## src/rtl/tcp_rx_pkg.sv

```systemverilog
package tcp_rx_pkg;

    // Table and field sizes.
    localparam int OOO_DEPTH = 8;
    localparam int TAG_BITS  = 8;
    localparam int IDX_W     = (OOO_DEPTH > 1) ? $clog2(OOO_DEPTH) : 1;
    localparam int CNT_W     = $clog2(OOO_DEPTH + 1);
    localparam int CFG_IDX_W = 2;

    // Configuration register indexes.
    localparam logic [CFG_IDX_W-1:0] REG_WINDOW_OPEN      = 2'd0;
    localparam logic [CFG_IDX_W-1:0] REG_MAX_SEGMENT_SIZE = 2'd1;
    localparam logic [CFG_IDX_W-1:0] REG_INITIAL_NEXT_SEQ = 2'd2;

    // Reset values of the configuration registers.
    localparam logic [15:0] WINDOW_RESET = 16'd65535;
    localparam logic [15:0] MSS_RESET    = 16'd536;
    localparam logic [31:0] NEXT_RESET   = 32'd0;

    // Result action codes.
    typedef enum logic [2:0] {
        ACT_DELIVER = 3'd0,
        ACT_ACK     = 3'd1,
        ACT_DELACK  = 3'd2,
        ACT_WDROP   = 3'd3,
        ACT_DUP     = 3'd4,
        ACT_OVERLAP = 3'd5,
        ACT_FULL    = 3'd6
    } action_t;

    // One stored out-of-order segment.
    typedef struct packed {
        logic [31:0]         seq;
        logic [15:0]         length;
        logic [TAG_BITS-1:0] tag;
    } ooo_entry_t;

    localparam int ENTRY_W = $bits(ooo_entry_t);

    // Controller states.
    typedef enum logic [3:0] {
        ST_IDLE,
        ST_CLASSIFY,
        ST_DRAIN_RD,
        ST_DRAIN_CHK,
        ST_SHD_RD,
        ST_SHD_WR,
        ST_ACK_DEC,
        ST_SCAN_RD,
        ST_SCAN_CHK,
        ST_INS_FULL,
        ST_SHU_RD,
        ST_SHU_WR,
        ST_DROP,
        ST_ACK_NOW
    } state_t;

endpackage

```

## src/rtl/tcp_rx_if.sv

```systemverilog
// Segment descriptor channel.
interface tcp_rx_seg_if;
    logic                          valid;
    logic                          ready;
    logic [31:0]                   seg_seq;
    logic [15:0]                   seg_length;
    logic                          push_flag;
    logic [tcp_rx_pkg::TAG_BITS-1:0] buffer_tag;

    modport source (output valid, seg_seq, seg_length, push_flag, buffer_tag, input ready);
    modport sink (input valid, seg_seq, seg_length, push_flag, buffer_tag, output ready);
endinterface

// Result channel.
interface tcp_rx_res_if;
    logic                          valid;
    logic                          ready;
    logic [2:0]                    action;
    logic [tcp_rx_pkg::TAG_BITS-1:0] out_tag;
    logic [31:0]                   out_seq;
    logic [15:0]                   out_length;
    logic                          last;

    modport source (output valid, action, out_tag, out_seq, out_length, last, input ready);
    modport sink (input valid, action, out_tag, out_seq, out_length, last, output ready);
endinterface

// Configuration write channel.
interface tcp_rx_cfg_if;
    logic                             valid;
    logic                             ready;
    logic [tcp_rx_pkg::CFG_IDX_W-1:0] index;
    logic [31:0]                      data;

    modport source (output valid, index, data, input ready);
    modport sink (input valid, index, data, output ready);
endinterface

```

## src/rtl/tcp_rx_ram.sv

```systemverilog
// Simple dual-port RAM with one write port and one registered read port.
module tcp_rx_ram #(
    parameter int DEPTH = 8,
    parameter int WIDTH = 56,
    parameter int AW    = (DEPTH > 1) ? $clog2(DEPTH) : 1
) (
    input  logic             clk,
    input  logic             we,
    input  logic [AW-1:0]    waddr,
    input  logic [WIDTH-1:0] wdata,
    input  logic             re,
    input  logic [AW-1:0]    raddr,
    output logic [WIDTH-1:0] rdata
);

    logic [WIDTH-1:0] mem [DEPTH];

    // Write port.
    always_ff @(posedge clk)
    begin
        if (we)
        begin
            mem[waddr] <= wdata;
        end
    end

    // Read port; the data holds until the next read.
    always_ff @(posedge clk)
    begin
        if (re)
        begin
            rdata <= mem[raddr];
        end
    end

endmodule

```

## src/rtl/tcp_receive_reassembly.sv

```systemverilog
// TCP receive reassembly with delayed ack.
// The seg channel takes one segment descriptor per item; the res channel returns
// one to ten result items per segment, the final one flagged by last. The cfg
// channel writes window_open, max_segment_size and initial_next_seq; the user
// must write them only while the block is idle, which the block itself does not
// enforce. A write of initial_next_seq also loads the expected sequence.
// Out-of-order segments sit in an eight-entry table held in a single-port-read
// RAM, kept sorted by sequence. Every insert, lookup and removal walks that RAM
// one entry per access, so the RAM port sets the rate. A segment is taken
// only while the controller is idle. The first result of an in-order or
// window-dropped segment is loaded from the classify state once the output
// register is free; for an out-of-order segment it follows the table scan. An
// in-order segment then drains each head entry that fits, moving the remaining
// entries down after each removal, until the table is empty or the head does
// not fit; an out-of-order one scans entries and moves later ones up to insert.
// A result waits in an output register while res.ready is low; the controller
// stalls on the next result only, and a new segment may be accepted while the
// final result still waits. Reset empties the table, clears the full-segment
// count and restores the register reset values. cfg.ready is always high.
module tcp_receive_reassembly (
    input logic          clk,
    input logic          rst_n,
    tcp_rx_seg_if.sink   seg,
    tcp_rx_res_if.source res,
    tcp_rx_cfg_if.sink   cfg
);

    localparam int CW = tcp_rx_pkg::CNT_W;
    localparam int IW = tcp_rx_pkg::IDX_W;
    localparam int TW = tcp_rx_pkg::TAG_BITS;

    tcp_rx_pkg::state_t state_reg, state_next;

    logic [15:0]   window_reg, window_next;
    logic [15:0]   mss_reg, mss_next;
    logic [31:0]   nes_reg, nes_next;
    logic [CW-1:0] count_reg, count_next;
    logic [1:0]    fsc_reg, fsc_next;
    logic [CW-1:0] idx_reg, idx_next;
    logic [CW-1:0] pos_reg, pos_next;
    tcp_rx_pkg::action_t err_reg, err_next;

    logic [31:0]   sseq_reg;
    logic [15:0]   slen_reg;
    logic          spsh_reg;
    logic [TW-1:0] stag_reg;

    logic          ovalid_reg, ovalid_next;
    logic [2:0]    oact_reg, oact_next;
    logic [TW-1:0] otag_reg, otag_next;
    logic [31:0]   oseq_reg, oseq_next;
    logic [15:0]   olen_reg, olen_next;
    logic          olast_reg, olast_next;

    logic                   mem_we, mem_re;
    logic [IW-1:0]          mem_waddr, mem_raddr;
    tcp_rx_pkg::ooo_entry_t mem_wdata, mem_rdata;
    logic [tcp_rx_pkg::ENTRY_W-1:0] mem_rbits;

    logic        seg_acc, slot_free, cfg_acc;
    logic [31:0] seg_end;
    logic        head_fits, seg_lt, seg_eq, seg_ovl, force_ack;
    logic [1:0]  fsc_inc;

    tcp_rx_ram #(
        .DEPTH (tcp_rx_pkg::OOO_DEPTH),
        .WIDTH (tcp_rx_pkg::ENTRY_W)
    ) u_ram (
        .clk   (clk),
        .we    (mem_we),
        .waddr (mem_waddr),
        .wdata (mem_wdata),
        .re    (mem_re),
        .raddr (mem_raddr),
        .rdata (mem_rbits)
    );

    // Shared conditions.
    assign mem_rdata = tcp_rx_pkg::ooo_entry_t'(mem_rbits);
    assign seg.ready = (state_reg == tcp_rx_pkg::ST_IDLE);
    assign seg_acc   = seg.valid && seg.ready;
    assign cfg.ready = 1'b1;
    assign cfg_acc   = cfg.valid;
    assign slot_free = !ovalid_reg || res.ready;
    assign seg_end   = sseq_reg + {16'd0, slen_reg};
    assign head_fits = (mem_rdata.seq == nes_reg);
    assign seg_lt    = (sseq_reg < mem_rdata.seq);
    assign seg_eq    = (sseq_reg == mem_rdata.seq);
    assign seg_ovl   = (seg_end > mem_rdata.seq);
    assign fsc_inc   = fsc_reg + 2'd1;
    assign force_ack = spsh_reg || ((slen_reg == mss_reg) && (fsc_inc > 2'd1));

    // Result port.
    assign res.valid      = ovalid_reg;
    assign res.action     = oact_reg;
    assign res.out_tag    = otag_reg;
    assign res.out_seq    = oseq_reg;
    assign res.out_length = olen_reg;
    assign res.last       = olast_reg;

    // Next state.
    always_comb
    begin
        state_next = state_reg;
        case (state_reg)
            tcp_rx_pkg::ST_IDLE:
                if (seg_acc) state_next = tcp_rx_pkg::ST_CLASSIFY;
            tcp_rx_pkg::ST_CLASSIFY:
                if (window_reg == 16'd0)
                begin
                    if (slot_free) state_next = tcp_rx_pkg::ST_IDLE;
                end
                else if (sseq_reg == nes_reg)
                begin
                    if (slot_free) state_next = tcp_rx_pkg::ST_DRAIN_RD;
                end
                else
                begin
                    state_next = tcp_rx_pkg::ST_SCAN_RD;
                end
            tcp_rx_pkg::ST_DRAIN_RD:
                state_next = (count_reg == '0) ? tcp_rx_pkg::ST_ACK_DEC
                                               : tcp_rx_pkg::ST_DRAIN_CHK;
            tcp_rx_pkg::ST_DRAIN_CHK:
                if (!head_fits) state_next = tcp_rx_pkg::ST_ACK_DEC;
                else if (slot_free) state_next = tcp_rx_pkg::ST_SHD_RD;
            tcp_rx_pkg::ST_SHD_RD:
                state_next = (idx_reg < count_reg) ? tcp_rx_pkg::ST_SHD_WR
                                                   : tcp_rx_pkg::ST_DRAIN_RD;
            tcp_rx_pkg::ST_SHD_WR:
                state_next = tcp_rx_pkg::ST_SHD_RD;
            tcp_rx_pkg::ST_ACK_DEC:
                if (slot_free) state_next = tcp_rx_pkg::ST_IDLE;
            tcp_rx_pkg::ST_SCAN_RD:
                state_next = (idx_reg < count_reg) ? tcp_rx_pkg::ST_SCAN_CHK
                                                   : tcp_rx_pkg::ST_INS_FULL;
            tcp_rx_pkg::ST_SCAN_CHK:
                if (seg_lt) state_next = seg_ovl ? tcp_rx_pkg::ST_DROP
                                                 : tcp_rx_pkg::ST_INS_FULL;
                else if (seg_eq) state_next = tcp_rx_pkg::ST_DROP;
                else state_next = tcp_rx_pkg::ST_SCAN_RD;
            tcp_rx_pkg::ST_INS_FULL:
                state_next = (count_reg >= CW'(tcp_rx_pkg::OOO_DEPTH))
                             ? tcp_rx_pkg::ST_DROP : tcp_rx_pkg::ST_SHU_RD;
            tcp_rx_pkg::ST_SHU_RD:
                state_next = (idx_reg > pos_reg) ? tcp_rx_pkg::ST_SHU_WR
                                                 : tcp_rx_pkg::ST_ACK_NOW;
            tcp_rx_pkg::ST_SHU_WR:
                state_next = tcp_rx_pkg::ST_SHU_RD;
            tcp_rx_pkg::ST_DROP:
                if (slot_free) state_next = tcp_rx_pkg::ST_ACK_NOW;
            tcp_rx_pkg::ST_ACK_NOW:
                if (slot_free) state_next = tcp_rx_pkg::ST_IDLE;
            default:
                state_next = tcp_rx_pkg::ST_IDLE;
        endcase
    end

    // Datapath, memory controls and result loading.
    always_comb
    begin
        window_next = window_reg;
        mss_next    = mss_reg;
        nes_next    = nes_reg;
        count_next  = count_reg;
        fsc_next    = fsc_reg;
        idx_next    = idx_reg;
        pos_next    = pos_reg;
        err_next    = err_reg;
        ovalid_next = ovalid_reg && !res.ready;
        oact_next   = oact_reg;
        otag_next   = otag_reg;
        oseq_next   = oseq_reg;
        olen_next   = olen_reg;
        olast_next  = olast_reg;
        mem_we      = 1'b0;
        mem_re      = 1'b0;
        mem_waddr   = '0;
        mem_raddr   = '0;
        mem_wdata   = mem_rdata;

        // Configuration writes.
        if (cfg_acc)
        begin
            case (cfg.index)
                tcp_rx_pkg::REG_WINDOW_OPEN:      window_next = cfg.data[15:0];
                tcp_rx_pkg::REG_MAX_SEGMENT_SIZE: mss_next = cfg.data[15:0];
                tcp_rx_pkg::REG_INITIAL_NEXT_SEQ: nes_next = cfg.data;
                default: ;
            endcase
        end

        case (state_reg)
            tcp_rx_pkg::ST_CLASSIFY:
                if (slot_free && (window_reg == 16'd0 || sseq_reg == nes_reg))
                begin
                    ovalid_next = 1'b1;
                    otag_next   = stag_reg;
                    oseq_next   = sseq_reg;
                    olen_next   = slen_reg;
                    if (window_reg == 16'd0)
                    begin
                        oact_next  = tcp_rx_pkg::ACT_WDROP;
                        olast_next = 1'b1;
                    end
                    else
                    begin
                        oact_next  = tcp_rx_pkg::ACT_DELIVER;
                        olast_next = 1'b0;
                        nes_next   = nes_reg + {16'd0, slen_reg};
                    end
                end
                else
                begin
                    idx_next = '0;
                    pos_next = count_reg;
                end
            tcp_rx_pkg::ST_DRAIN_RD:
                mem_re = (count_reg != '0);
            tcp_rx_pkg::ST_DRAIN_CHK:
                if (head_fits && slot_free)
                begin
                    ovalid_next = 1'b1;
                    oact_next   = tcp_rx_pkg::ACT_DELIVER;
                    otag_next   = mem_rdata.tag;
                    oseq_next   = mem_rdata.seq;
                    olen_next   = mem_rdata.length;
                    olast_next  = 1'b0;
                    nes_next    = nes_reg + {16'd0, mem_rdata.length};
                    idx_next    = CW'(1);
                end
            tcp_rx_pkg::ST_SHD_RD:
                if (idx_reg < count_reg)
                begin
                    mem_re    = 1'b1;
                    mem_raddr = idx_reg[IW-1:0];
                end
                else
                begin
                    count_next = count_reg - CW'(1);
                end
            tcp_rx_pkg::ST_SHD_WR:
            begin
                mem_we    = 1'b1;
                mem_waddr = IW'(idx_reg - CW'(1));
                idx_next  = idx_reg + CW'(1);
            end
            tcp_rx_pkg::ST_ACK_DEC:
                if (slot_free)
                begin
                    ovalid_next = 1'b1;
                    oact_next   = force_ack ? tcp_rx_pkg::ACT_ACK : tcp_rx_pkg::ACT_DELACK;
                    otag_next   = '0;
                    oseq_next   = nes_reg;
                    olen_next   = '0;
                    olast_next  = 1'b1;
                    if (force_ack) fsc_next = '0;
                    else if (slen_reg == mss_reg) fsc_next = fsc_inc;
                end
            tcp_rx_pkg::ST_SCAN_RD:
                if (idx_reg < count_reg)
                begin
                    mem_re    = 1'b1;
                    mem_raddr = idx_reg[IW-1:0];
                end
            tcp_rx_pkg::ST_SCAN_CHK:
                if (seg_lt)
                begin
                    err_next = tcp_rx_pkg::ACT_OVERLAP;
                    pos_next = idx_reg;
                end
                else if (seg_eq)
                begin
                    err_next = tcp_rx_pkg::ACT_DUP;
                end
                else
                begin
                    idx_next = idx_reg + CW'(1);
                end
            tcp_rx_pkg::ST_INS_FULL:
            begin
                err_next = tcp_rx_pkg::ACT_FULL;
                idx_next = count_reg;
            end
            tcp_rx_pkg::ST_SHU_RD:
                if (idx_reg > pos_reg)
                begin
                    mem_re    = 1'b1;
                    mem_raddr = IW'(idx_reg - CW'(1));
                end
                else
                begin
                    mem_we           = 1'b1;
                    mem_waddr        = pos_reg[IW-1:0];
                    mem_wdata.seq    = sseq_reg;
                    mem_wdata.length = slen_reg;
                    mem_wdata.tag    = stag_reg;
                    count_next       = count_reg + CW'(1);
                end
            tcp_rx_pkg::ST_SHU_WR:
            begin
                mem_we    = 1'b1;
                mem_waddr = idx_reg[IW-1:0];
                idx_next  = idx_reg - CW'(1);
            end
            tcp_rx_pkg::ST_DROP:
                if (slot_free)
                begin
                    ovalid_next = 1'b1;
                    oact_next   = err_reg;
                    otag_next   = stag_reg;
                    oseq_next   = sseq_reg;
                    olen_next   = slen_reg;
                    olast_next  = 1'b0;
                end
            tcp_rx_pkg::ST_ACK_NOW:
                if (slot_free)
                begin
                    ovalid_next = 1'b1;
                    oact_next   = tcp_rx_pkg::ACT_ACK;
                    otag_next   = '0;
                    oseq_next   = nes_reg;
                    olen_next   = '0;
                    olast_next  = 1'b1;
                end
            default: ;
        endcase
    end

    // Control registers.
    always_ff @(posedge clk or negedge rst_n)
    begin
        if (!rst_n)
        begin
            state_reg  <= tcp_rx_pkg::ST_IDLE;
            window_reg <= tcp_rx_pkg::WINDOW_RESET;
            mss_reg    <= tcp_rx_pkg::MSS_RESET;
            nes_reg    <= tcp_rx_pkg::NEXT_RESET;
            count_reg  <= '0;
            fsc_reg    <= '0;
            ovalid_reg <= 1'b0;
        end
        else
        begin
            state_reg  <= state_next;
            window_reg <= window_next;
            mss_reg    <= mss_next;
            nes_reg    <= nes_next;
            count_reg  <= count_next;
            fsc_reg    <= fsc_next;
            ovalid_reg <= ovalid_next;
        end
    end

    // Payload registers.
    always_ff @(posedge clk)
    begin
        idx_reg   <= idx_next;
        pos_reg   <= pos_next;
        err_reg   <= err_next;
        oact_reg  <= oact_next;
        otag_reg  <= otag_next;
        oseq_reg  <= oseq_next;
        olen_reg  <= olen_next;
        olast_reg <= olast_next;
        if (seg_acc)
        begin
            sseq_reg <= seg.seg_seq;
            slen_reg <= seg.seg_length;
            spsh_reg <= seg.push_flag;
            stag_reg <= seg.buffer_tag;
        end
    end

endmodule

```

## src/flat_wrapper.sv

```systemverilog
// flat-port wrapper written by rule: the top's interface ports become plain ports
module tcp_receive_reassembly_flat 
  (clk, rst_n, seg_valid, seg_seg_seq, seg_seg_length, seg_push_flag, seg_buffer_tag, seg_ready, res_valid, res_action, res_out_tag, res_out_seq, res_out_length, res_last, res_ready, cfg_valid, cfg_index, cfg_data, cfg_ready);
  tcp_rx_seg_if seg_i ();
  tcp_rx_res_if res_i ();
  tcp_rx_cfg_if cfg_i ();
  input logic clk;
  input logic rst_n;
  input wire logic [$bits(seg_i.valid)-1:0] seg_valid;
  input wire logic [$bits(seg_i.seg_seq)-1:0] seg_seg_seq;
  input wire logic [$bits(seg_i.seg_length)-1:0] seg_seg_length;
  input wire logic [$bits(seg_i.push_flag)-1:0] seg_push_flag;
  input wire logic [$bits(seg_i.buffer_tag)-1:0] seg_buffer_tag;
  output wire logic [$bits(seg_i.ready)-1:0] seg_ready;
  output wire logic [$bits(res_i.valid)-1:0] res_valid;
  output wire logic [$bits(res_i.action)-1:0] res_action;
  output wire logic [$bits(res_i.out_tag)-1:0] res_out_tag;
  output wire logic [$bits(res_i.out_seq)-1:0] res_out_seq;
  output wire logic [$bits(res_i.out_length)-1:0] res_out_length;
  output wire logic [$bits(res_i.last)-1:0] res_last;
  input wire logic [$bits(res_i.ready)-1:0] res_ready;
  input wire logic [$bits(cfg_i.valid)-1:0] cfg_valid;
  input wire logic [$bits(cfg_i.index)-1:0] cfg_index;
  input wire logic [$bits(cfg_i.data)-1:0] cfg_data;
  output wire logic [$bits(cfg_i.ready)-1:0] cfg_ready;
  assign seg_i.valid = seg_valid;
  assign seg_i.seg_seq = seg_seg_seq;
  assign seg_i.seg_length = seg_seg_length;
  assign seg_i.push_flag = seg_push_flag;
  assign seg_i.buffer_tag = seg_buffer_tag;
  assign seg_ready = seg_i.ready;
  assign res_valid = res_i.valid;
  assign res_action = res_i.action;
  assign res_out_tag = res_i.out_tag;
  assign res_out_seq = res_i.out_seq;
  assign res_out_length = res_i.out_length;
  assign res_last = res_i.last;
  assign res_i.ready = res_ready;
  assign cfg_i.valid = cfg_valid;
  assign cfg_i.index = cfg_index;
  assign cfg_i.data = cfg_data;
  assign cfg_ready = cfg_i.ready;
  tcp_receive_reassembly u_core (.clk(clk), .rst_n(rst_n), .seg(seg_i), .res(res_i), .cfg(cfg_i));
endmodule
```

## config.mk

```make
export PLATFORM = sky130hd
export DESIGN_NAME = tcp_receive_reassembly_flat
export DESIGN_NICKNAME = d
export VERILOG_FILES = /design/src/rtl/tcp_rx_pkg.sv /design/src/rtl/tcp_rx_if.sv /design/src/rtl/tcp_rx_ram.sv /design/src/rtl/tcp_receive_reassembly.sv /design/src/flat_wrapper.sv
export SDC_FILE = /design/constraint.sdc
export NUM_CORES = 1
export LEC_CHECK = 0
export ABC_CLOCK_PERIOD_IN_PS = 12700
export BUFFER_PORTS_ARGS = -buffer_cell sky130_fd_sc_hd__buf_4
export CAP_MARGIN = 20
export CORE_MARGIN = 1
export CORE_UTILIZATION = 50
export CTS_BUF_LIST = sky130_fd_sc_hd__clkbuf_2
export DETAILED_ROUTE_END_ITERATION = 10
export HOLD_SLACK_MARGIN = 0.15
export PLACE_DENSITY = 0.77
export RECOVER_POWER = 50
export SYNTH_ARGS = -nofsm -noshare
export SYNTH_HDL_FRONTEND = slang
export SYNTH_HIERARCHICAL = 1
export SYNTH_SLANG_ARGS = --single-unit
```

## constraint.sdc

```tcl
create_clock -name clk -period 12.7 [get_ports clk]
set_input_delay 0.635 -clock clk [delete_from_list [all_inputs] [get_ports clk]]
set_output_delay 0.635 -clock clk [all_outputs]
set_load 0.03 [all_outputs]
```

# == Word level (Yosys, flattened, before mapping) ==
# Memories as Yosys holds them, arrays and structs flattened. A register that Yosys moved wholly into a read port is not among the register bits.
# Index checks and enable logic that the tools add are counted.
# word_totals
regBits,203
mem_bits_rw,448
input_bits,96
out_inout_bits,63
wordCells,191
n_memories,1
# memory_table
memory,words,word_bits,read_ports,rd_ports_with_merged_regs,wr,line,rtl
u_core.u_ram.mem,8,56,1,1,1,tcp_rx_ram.sv:16,logic [WIDTH-1:0] mem [DEPTH];
# classes
addsub,8
n_lt_le_gt_ge,6
eq_ne,35
muxes,86
n_reduce_logical,36
# op_table
cell,count
32-bit 2-to-1 mux,9
32-bit case mux with 4 select lines,1
56-bit 2-to-1 mux,2
32-bit by 16-bit adder with 32-bit output,3
32-bit == test,3
4-bit 2-to-1 mux,18
16-bit 2-to-1 mux,4
16-bit case mux with 4 select lines,1
32-bit case mux with 2 select lines,1
4-bit case mux with 13 select lines,1
3-bit 2-to-1 mux,15
32-bit greater-than comparator,1
32-bit less-than comparator,1
8-bit 2-to-1 mux,4
8-bit case mux with 4 select lines,1
"4-bit == test, second input constant",6
4-bit case mux with 6 select lines,1
16-bit == test,1
"4-bit by 3-bit == test with 1-bit output, second input constant",4
16-bit logical NOT,1
4-bit case mux with 2 select lines,2
3-bit case mux with 5 select lines,1
1-bit 2-to-1 mux,14
"2-bit by 1-bit != test with 1-bit output, second input constant",7
other kinds (37),69

# == Longest topological paths before layout ==
# Gate-level depths: netlist of the first run.
# logic_depth
depth_word,7
depth_mapped,20
ltp_nobuf,18

# == By module ==
# Netlist of the first run, hierarchy kept.
# by_module_without_submodules
module,instances,cells_per_inst,area_each_um2,seq_area_each_um2
tcp_rx_ram,1,716,18535.3,15134.5
tcp_receive_reassembly,1,1779,15955.3,5714.2

# == Worst setup path before layout of the first run ==
# No wires, ideal clock.
# synth_path
path_kind,register to register
start,register u_core.sseq_reg[27]
end,"register u_core.olast_reg, in the netlist u_core/res.last, enable pin"
setup_ps,557
t_arrival_ps,6121
required_ps,12143
setup_slack_ps,6022
path_stages_with_launch,9
path_buffers,1
synth_period_minus_slack_ps,6678
path_cell_list,edfxtp_1 clkbuf_1 xnor2_1 nand4_1 nor4_1 nand2_1 a21oi_1 nor2_1 a211oi_1
# synth_between
elab_chain_cells,5
# synth_lines
element,line,rtl
"start, declared",tcp_receive_reassembly.sv:43,logic [31:0] sseq_reg;
"start signal, assigned",tcp_receive_reassembly.sv:368,sseq_reg <= seg.seg_seq;
32-bit == test,tcp_receive_reassembly.sv:195,if (slot_free && (window_reg == 16'd0 || sseq_reg == nes_reg))
1-bit logical OR,tcp_receive_reassembly.sv:195,
1-bit logical AND,tcp_receive_reassembly.sv:195,
2-bit by 1-bit != test with 1-bit output (no line),--,
5-bit AND reduction (no line),--,
"end signal, assigned",tcp_receive_reassembly.sv:365,olast_reg <= olast_next;
"end, declared",tcp_receive_reassembly.sv:53,"logic olast_reg, olast_next;"
# Every way passes these cells.
# A chain may end at the register's enable or synchronous reset.

==> results of run 1 <==
## final cells by class
type / count / area, um^2 / share of cell area (%)
inverters: 78 / 292.8 / 0.7344
clock buffers: 250 / 1251 / 3.138
diodes: 2 / 5.005 / 0.01255
flip-flops and latches: 706 / 20850 / 52.29
multi-input cells: 1581 / 12770 / 32.03
well taps: 873 / 1092 / 2.740
repair buffers: 399 / 3162 / 7.931
clock inverters: 74 / 446.7 / 1.120
## per-layer routing
layer | global-route usage (%) | vias to the layer above | routed length (um)
met5 | 0 | - | 10
met2 | 47.33 | 1480 | 49220
met1 | 40.47 | 12157 | 41310
met4 | 11.80 | 2 | 3185
met3 | 6.800 | 227 | 10310
li1 | - | 10654 | -
## final timing paths
| check | from | endpoint | slack (ns) | depth (start not counted) |
|---|---|---|---|---|
| max | u_core/idx_reg[1] | u_core/u_ram/mem[7][29] | 5.73 | 8 |
| max reg2reg | u_core/idx_reg[1] | u_core/u_ram/mem[7][29] | 5.73 | 8 |
| min reg2reg | u_core/fsc_reg[1] | u_core/fsc_reg[1] | 0.52 | 2 |
| min | cfg_data[31] | u_core/nes_reg[31] | 0.34 | 7 |
| max in group asynchronous | rst_n | u_core/mss_reg[10] | 7.62 | 6 |
| min in group asynchronous | rst_n | u_core/nes_reg[29] | 0.63 | 4 |
## critical path, stage by stage (launching register included)
cell,delay (ns)
edfxtp_1,0.54
ha_1,0.36
nor2b_1,0.14
o21a_1,0.16
o21a_1,0.16
o21ai_0,0.52
and2_0,1.55
clkbuf_1,1.95
o21ai_0,1.02
## what timing repair did
item | in CTS | in global routing
setup buffers | 0 | 0
endpoints found under the hold margin | 235 | 0
hold buffers | 196 | 0
## synthesized netlist by cell type (16+ instances only)
master	count	share of area, %
nor4_1	20	0.36
a21oi_1	85	1.2
o31ai_1	22	0.48
buf_2	19	0.28
dfrtp_1	56	4.1
nand4_1	43	0.78
clkbuf_1	72	0.78
xnor2_1	109	2.8
o21ai_0	124	1.8
ha_1	124	4.5
nand3_1	36	0.52
a211oi_1	16	0.35
a221o_1	16	0.46
dfstp_2	19	1.4
a22oi_1	31	0.67
edfxtp_1	631	55
and3_1	17	0.31
o221ai_1	19	0.48
nor3_1	32	0.46
inv_1	78	0.85
mux4_2	112	7.3
a21o_1	25	0.54
mux2_2	91	3.0
nand2_1	301	3.3
buf_6	20	0.65
xor2_1	30	0.76
nor2_1	87	0.95
nand2b_1	17	0.31
## kinds of logic (layout without fill, tap and decap cells)
family | count (synthesis) | in the layout | share of synthesized area (%)
compound gates | 461 | 461 | 9.015
xor+xnor | 142 | 142 | 3.671
fa+ha+maj | 128 | 128 | 4.730
buf+inv | 208 | 801 | 2.830
flops | 706 | 706 | 60.45
mux | 216 | 216 | 10.66
other cells | 1 | 3 | 0.01087
simple gates | 633 | 633 | 8.634
## placed cells by master, fill, tap and decap left out, types with 29 or more instances in the layout
cell / n
edfxtp_1: 631
nand2_1: 300
clkbuf_2: 250
dlygate4sd3_1: 196
ha_1: 124
o21ai_0: 122
mux4_2: 112
xnor2_1: 109
mux2_2: 91
clkbuf_1: 89
a21oi_1: 85
nor2_1: 80
inv_1: 78
buf_4: 61
dfrtp_1: 56
clkbuf_4: 51
clkinv_1: 43
nand4_1: 43
nand3_1: 36
a22oi_1: 31
xor2_1: 30
nor3_1: 29
## through the flow
step                setup WS (ns)  area (um^2)  util (%)  cells  power [mW]
floorplan                   6.022        34490         -   2495       6.054
global placement            7.364        36480     53.85   3432       7.150
detailed placement          7.253        36530     53.92   3436       7.263
CTS                         7.199        40190     59.32   3956       8.897
global route                5.382        39870     58.84   3963       9.318
finish                      5.727        39870     58.84   3963       8.879
## power by group
| group | total [mW] | internal, mW | switching, mW |
|---|---|---|---|
| logic | 3.47 | 1.24 | 2.23 |
| clock network | 1.58 | 0.600 | 0.978 |
| registers | 3.83 | 3.40 | 0.427 |
==> impl_metrics.env, run 1 <==
export IMPL_outcome="finished with violations"
export IMPL_violations="max-capacitance violations, max-slew violations"
export IMPL_initial_core_util_pct=50.91
export IMPL_finalSetupViolCount=0
export IMPL_syn_nets=2719
export IMPL_die_area_mm2=0.07003
export IMPL_path_clk_slew_ns=0.10
export IMPL_slew_headroom_pct=-220.6
export IMPL_grt_max_degree=75
export IMPL_yosys_warnings=6
export IMPL_period_share_pct=54.91
export IMPL_synth_edf_count=631
export IMPL_fmax_ghz=0.1434
export IMPL_grt_overflow=0
export IMPL_hold_viol=0
export IMPL_areaGrowthSynthToFinish_pct=15.59
export IMPL_pin_count=159
export IMPL_p_per_area_mw_per_mm2=222.7
export IMPL_max_cap_viol_count=12
export IMPL_routabilityCongestion=1.004
export IMPL_core_mm2=0.06775
export IMPL_ys_types=82
export IMPL_syn_area_per_cell_um2=13.82
export IMPL_cts_sinks=706
export IMPL_vdd_drop_max_mv=0.1873
export IMPL_p_leak_nw=14.36
export IMPL_cts_made_buffers=175
export IMPL_drt_iter0_drc=2708
export IMPL_wl_per_cell_um=26.25
export IMPL_syn_area_mm2=0.03449
export IMPL_port_buffers=157
export IMPL_cts_htree_levels=4
export IMPL_yosysSeqAreaShare_pct=60.45
export IMPL_hold_path_class="in2reg"
export IMPL_first_pass_iters=7
export IMPL_dp_hpwl_mm=67.77
export IMPL_cts_root_buf="clkbuf_2"
export IMPL_die_x_um=264.6
export IMPL_setup_tns_ns=0
export IMPL_fin_nets=3165
export IMPL_std_cell_rows=95
export IMPL_criticalPathCategory="reg2reg"
export IMPL_cp_end_kind="flop"
export IMPL_drive_gt1_share_pct=21.21
export IMPL_antenna_found_initial=3
export IMPL_finalHoldWorstSlack_ns=0.3379
export IMPL_period_needed_ns=6.973
export IMPL_grt_pass1_vias=24804
export IMPL_skew_ns=0.1479
export IMPL_worst_slew_pin_slew_ns=4.810
export IMPL_cts_resized=0
export IMPL_ys_seq_elements=706
export IMPL_top_regs="u_core/u_ram/mem (448), u_core/u_ram/rdata (56)"
export IMPL_required_ns=13.56
export IMPL_wirelength_mm=104.0
export IMPL_n_fill_cell=5350
export IMPL_cts_tree="built"
export IMPL_vias=24520
export IMPL_slew_violations=466
export IMPL_arrival_ns=7.83
export IMPL_worstPathMaxFanout=52
export IMPL_clockBufferDepth=3
export IMPL_ant_nets=0
export IMPL_rsz0062_at_grt="false"
export IMPL_syn_inst=2495
export IMPL_synthArstFlopShare_pct=10.62
export IMPL_vias_per_cell=6.187
export IMPL_cp_start_kind="flop"
export IMPL_largest_register_ffs=448
export IMPL_track_usage_pct=29.98
export IMPL_worst_skew_pair_late_latency_ns=1.42
export IMPL_fp_dieH_um=264.6
export IMPL_regMostFlops="u_core/u_ram/mem"
export IMPL_drc=0
export IMPL_grt_pass1_wl_mm=154.8
export IMPL_synthFlopType="edfxtp_1"
(Power assumes the default switching activity.)
==> run 2: changes to the inputs <==
- ABC_CLOCK_PERIOD_IN_PS: 12700 -> 5700
- PLACE_DENSITY: 0.77 -> 0.8
- clock period: 12.7 -> 5.7 ns (I/O delays scaled with it)
==> run 2 against run 1 <==
  * The flow still finishes with violations (max-capacitance violations, max-slew violations)
  * Core utilization is 1.2 points higher
  * First-iteration DRC count is 12% higher
  * Sequential share of layout area is 1.1 points lower
  * Final area is 2.1% higher
  * Worst setup slack worse by 5.6 ns
  * Non-clock buffer count is 86 higher
  * Critical endpoint is now u_core/res.out_seq[0]
  * Register-to-register slack worse by 5.6 ns
  * Total power is 130% higher
  * Critical path depth is 1 higher
  * Flip-flop and latch count stayed put
  * Via count is 3.5% higher
==> impl_metrics.env, run 2 (same netlist as run 1, synthesis figures left out) <==
export IMPL_grt_pass1_vias=26072
export IMPL_grt_max_degree=71
export IMPL_first_pass_iters=10
export IMPL_max_cap_viol_count=9
export IMPL_fin_nets=3246
export IMPL_cp_depth=9
export IMPL_vias_per_cell=6.297
export IMPL_outcome="finished with violations"
export IMPL_finalSetupViolCount=0
export IMPL_areaGrowthSynthToFinish_pct=18.01
export IMPL_cts_htree_levels=4
export IMPL_std_cell_rows=95
export IMPL_ant_nets=0
export IMPL_cts_made_buffers=170
export IMPL_clkPwrFrac_pct=17.4
export IMPL_wirelength_mm=108.9
export IMPL_period_needed_ns=5.614
export IMPL_criticalPathCategory="reg2reg"
export IMPL_comb_power_share_pct=40.5
export IMPL_final_common_cell="edfxtp_1"
export IMPL_cp_start_kind="flop"
export IMPL_pin_count=159
export IMPL_fin_ws_ns=0.08553
export IMPL_largest_register_ffs=448
export IMPL_die_area_mm2=0.07003
export IMPL_vias=25378
export IMPL_slew_violations=379
export IMPL_arrival_ns=6.67
export IMPL_antenna_found_initial=5
export IMPL_skew_ns=0.1584
export IMPL_worst_slew_pin_slew_ns=3.451
export IMPL_regMostFlops="u_core/u_ram/mem"
export IMPL_fp_dieH_um=264.6
export IMPL_fmax_ghz=0.1781
export IMPL_finish_instance_area_mm2=0.04070
export IMPL_routabilityCongestion=0.9959
export IMPL_hold_viol=0
export IMPL_n_fill_cell=5150
export IMPL_path_clk_slew_ns=0.10
export IMPL_slew_headroom_pct=-130.1
export IMPL_period_share_pct=98.50
export IMPL_final_cells=4030
export IMPL_total_power_mw=20.05
export IMPL_cts_root_buf="clkbuf_2"
export IMPL_p_sw_mw=8.284
export IMPL_violations="max-capacitance violations, max-slew violations"
export IMPL_setup_tns_ns=0
export IMPL_path_cells="inv_1, nor2_1, a21o_1, and2_0, clkbuf_2, nor2_1, clkbuf_2, nand2_1, nand2_1"
export IMPL_track_usage_pct=31.34
export IMPL_drt_iter0_drc=3029
export IMPL_wl_per_cell_um=27.03
export IMPL_cp_endpoint="u_core/res.out_seq[0]"
export IMPL_grt_pass1_wl_mm=161.1
export IMPL_worst_path_buf_inv=3
export IMPL_dpl_cell_area_mm2=0.03673
export IMPL_rr_worst_depth=9
export IMPL_cts_tree="built"
export IMPL_seqPwrFrac_pct=42.2
export IMPL_cp_slowest_cell="and2_0"
export IMPL_rsz0062_at_grt="false"
export IMPL_initial_core_util_pct=50.91
export IMPL_port_buffers=157
export IMPL_hold_path_class="in2reg"
export IMPL_vdd_drop_max_mv=0.4494
export IMPL_top_regs="u_core/u_ram/mem (448), u_core/u_ram/rdata (56)"
export IMPL_die_x_um=264.6
export IMPL_switching_share_pct=41.31
export IMPL_postCtsSetupBuffers=0
export IMPL_rr_startpoint="u_core/state_reg[0]"
export IMPL_worstPathMaxFanout=32
export IMPL_cp_startpoint="u_core/state_reg[0]"
export IMPL_grt_overflow=0
export IMPL_core_mm2=0.06775
export IMPL_cts_sinks=706
export IMPL_r2r_end="u_core/res.out_seq[0]"
export IMPL_r2r_slack_ns=0.09
export IMPL_drive_gt1_share_pct=20.44
export IMPL_clockBufferDepth=3
export IMPL_p_per_area_mw_per_mm2=492.6
export IMPL_p_leak_nw=14.68
export IMPL_cp_end_kind="flop"
export IMPL_worst_skew_pair_late_latency_ns=1.42
export IMPL_dp_cells=3446
export IMPL_cp_top_family="simple AND/OR/NAND/NOR gates"
export IMPL_place_ws_ns=0.5314
export IMPL_required_ns=6.75
export IMPL_layout_common_cells="edfxtp_1, nand2_1, dlygate4sd3_1"
export IMPL_p_int_mw=11.77
export IMPL_dp_hpwl_mm=67.88
export IMPL_drc=0
export IMPL_max_stage_delay_ns=1.62
==> run 2: cell types whose count changed in the layout (fill, tap and decap cells not counted), sizes merged <==
cell / change
dlygate4sd3: +77
clkinv: -16
buf: +10
clkbuf: -7
diode: +4
clkinvlp: -3
bufinv: +1
inv: +1
==> run 2: final cells by class <==
| cell class | instances | area (um^2) | area share, % |
|---|---|---|---|
| antenna | 6 | 15.01 | 0.03689 |
| multi-input combinational | 1581 | 12760 | 31.36 |
| timing repair buffer | 485 | 4093 | 10.05 |
| tap | 873 | 1092 | 2.684 |
| inverter | 78 | 292.8 | 0.7193 |
| sequential | 706 | 20850 | 51.22 |
| clock inverter | 57 | 377.9 | 0.9283 |
| clock buffer | 244 | 1221 | 3.000 |
==> run 2: layer usage <==
metal	up-vias	global-route usage, %	part of all wire [%]
li1	10827	-	-
met1	12426	39.72	37
met2	1745	50.35	47
met3	376	8.082	11
met4	4	15.10	4.8
met5	-	0	0.025
==> run 2: worst min path at each step <==
stage | end | cells after the start | startpoint
3_5_place_dp | u_core/nes_reg[19] | 1 | rst_n
4_1_cts | u_core/sseq_reg[5] | 3 | seg_seg_seq[5]
2_1_floorplan | u_core/count_reg[0] | 0 | rst_n
3_3_place_gp | u_core/nes_reg[18] | 1 | rst_n
6_report | u_core/slen_reg[4] | 3 | seg_seg_length[4]
5_1_grt | u_core/slen_reg[6] | 3 | seg_seg_length[6]
==> run 2: power groups by stage <==
stage / Clock (mW) / Combinational, mW / Sequential [mW]
detailed placement: 0 / 7.82 / 8.50
CTS: 3.49 / 8.07 / 8.39
global placement: 0 / 7.61 / 8.45
global route: 3.80 / 8.63 / 8.52
finish: 3.48 / 8.11 / 8.45
floorplan: 0 / 4.95 / 8.52
==> run 2: tightest hold or removal path: cells and delay by family <==
kind | cells | cell delay [ns]
buf+inv | 3 | 1.25
==> run 2: what timing repair did <==
item / 4_1_cts / 5_1_grt
hold buffers: 273 / 0
hold endpoints to repair: 321 / 0
resized for setup: 0 / 0
==> run 2: per-stage QoR <==
| step | hold slack, ns | utilization (%) |
|---|---|---|
| after detailed placement | 0.1996 | 54.21 |
| after global routing | 0.2010 | 60.07 |
| after CTS | 0.1600 | 60.61 |
| after global placement | 0.1983 | 54.18 |
| final | 0.3135 | 60.08 |
| after floorplan | -0.01059 | - |
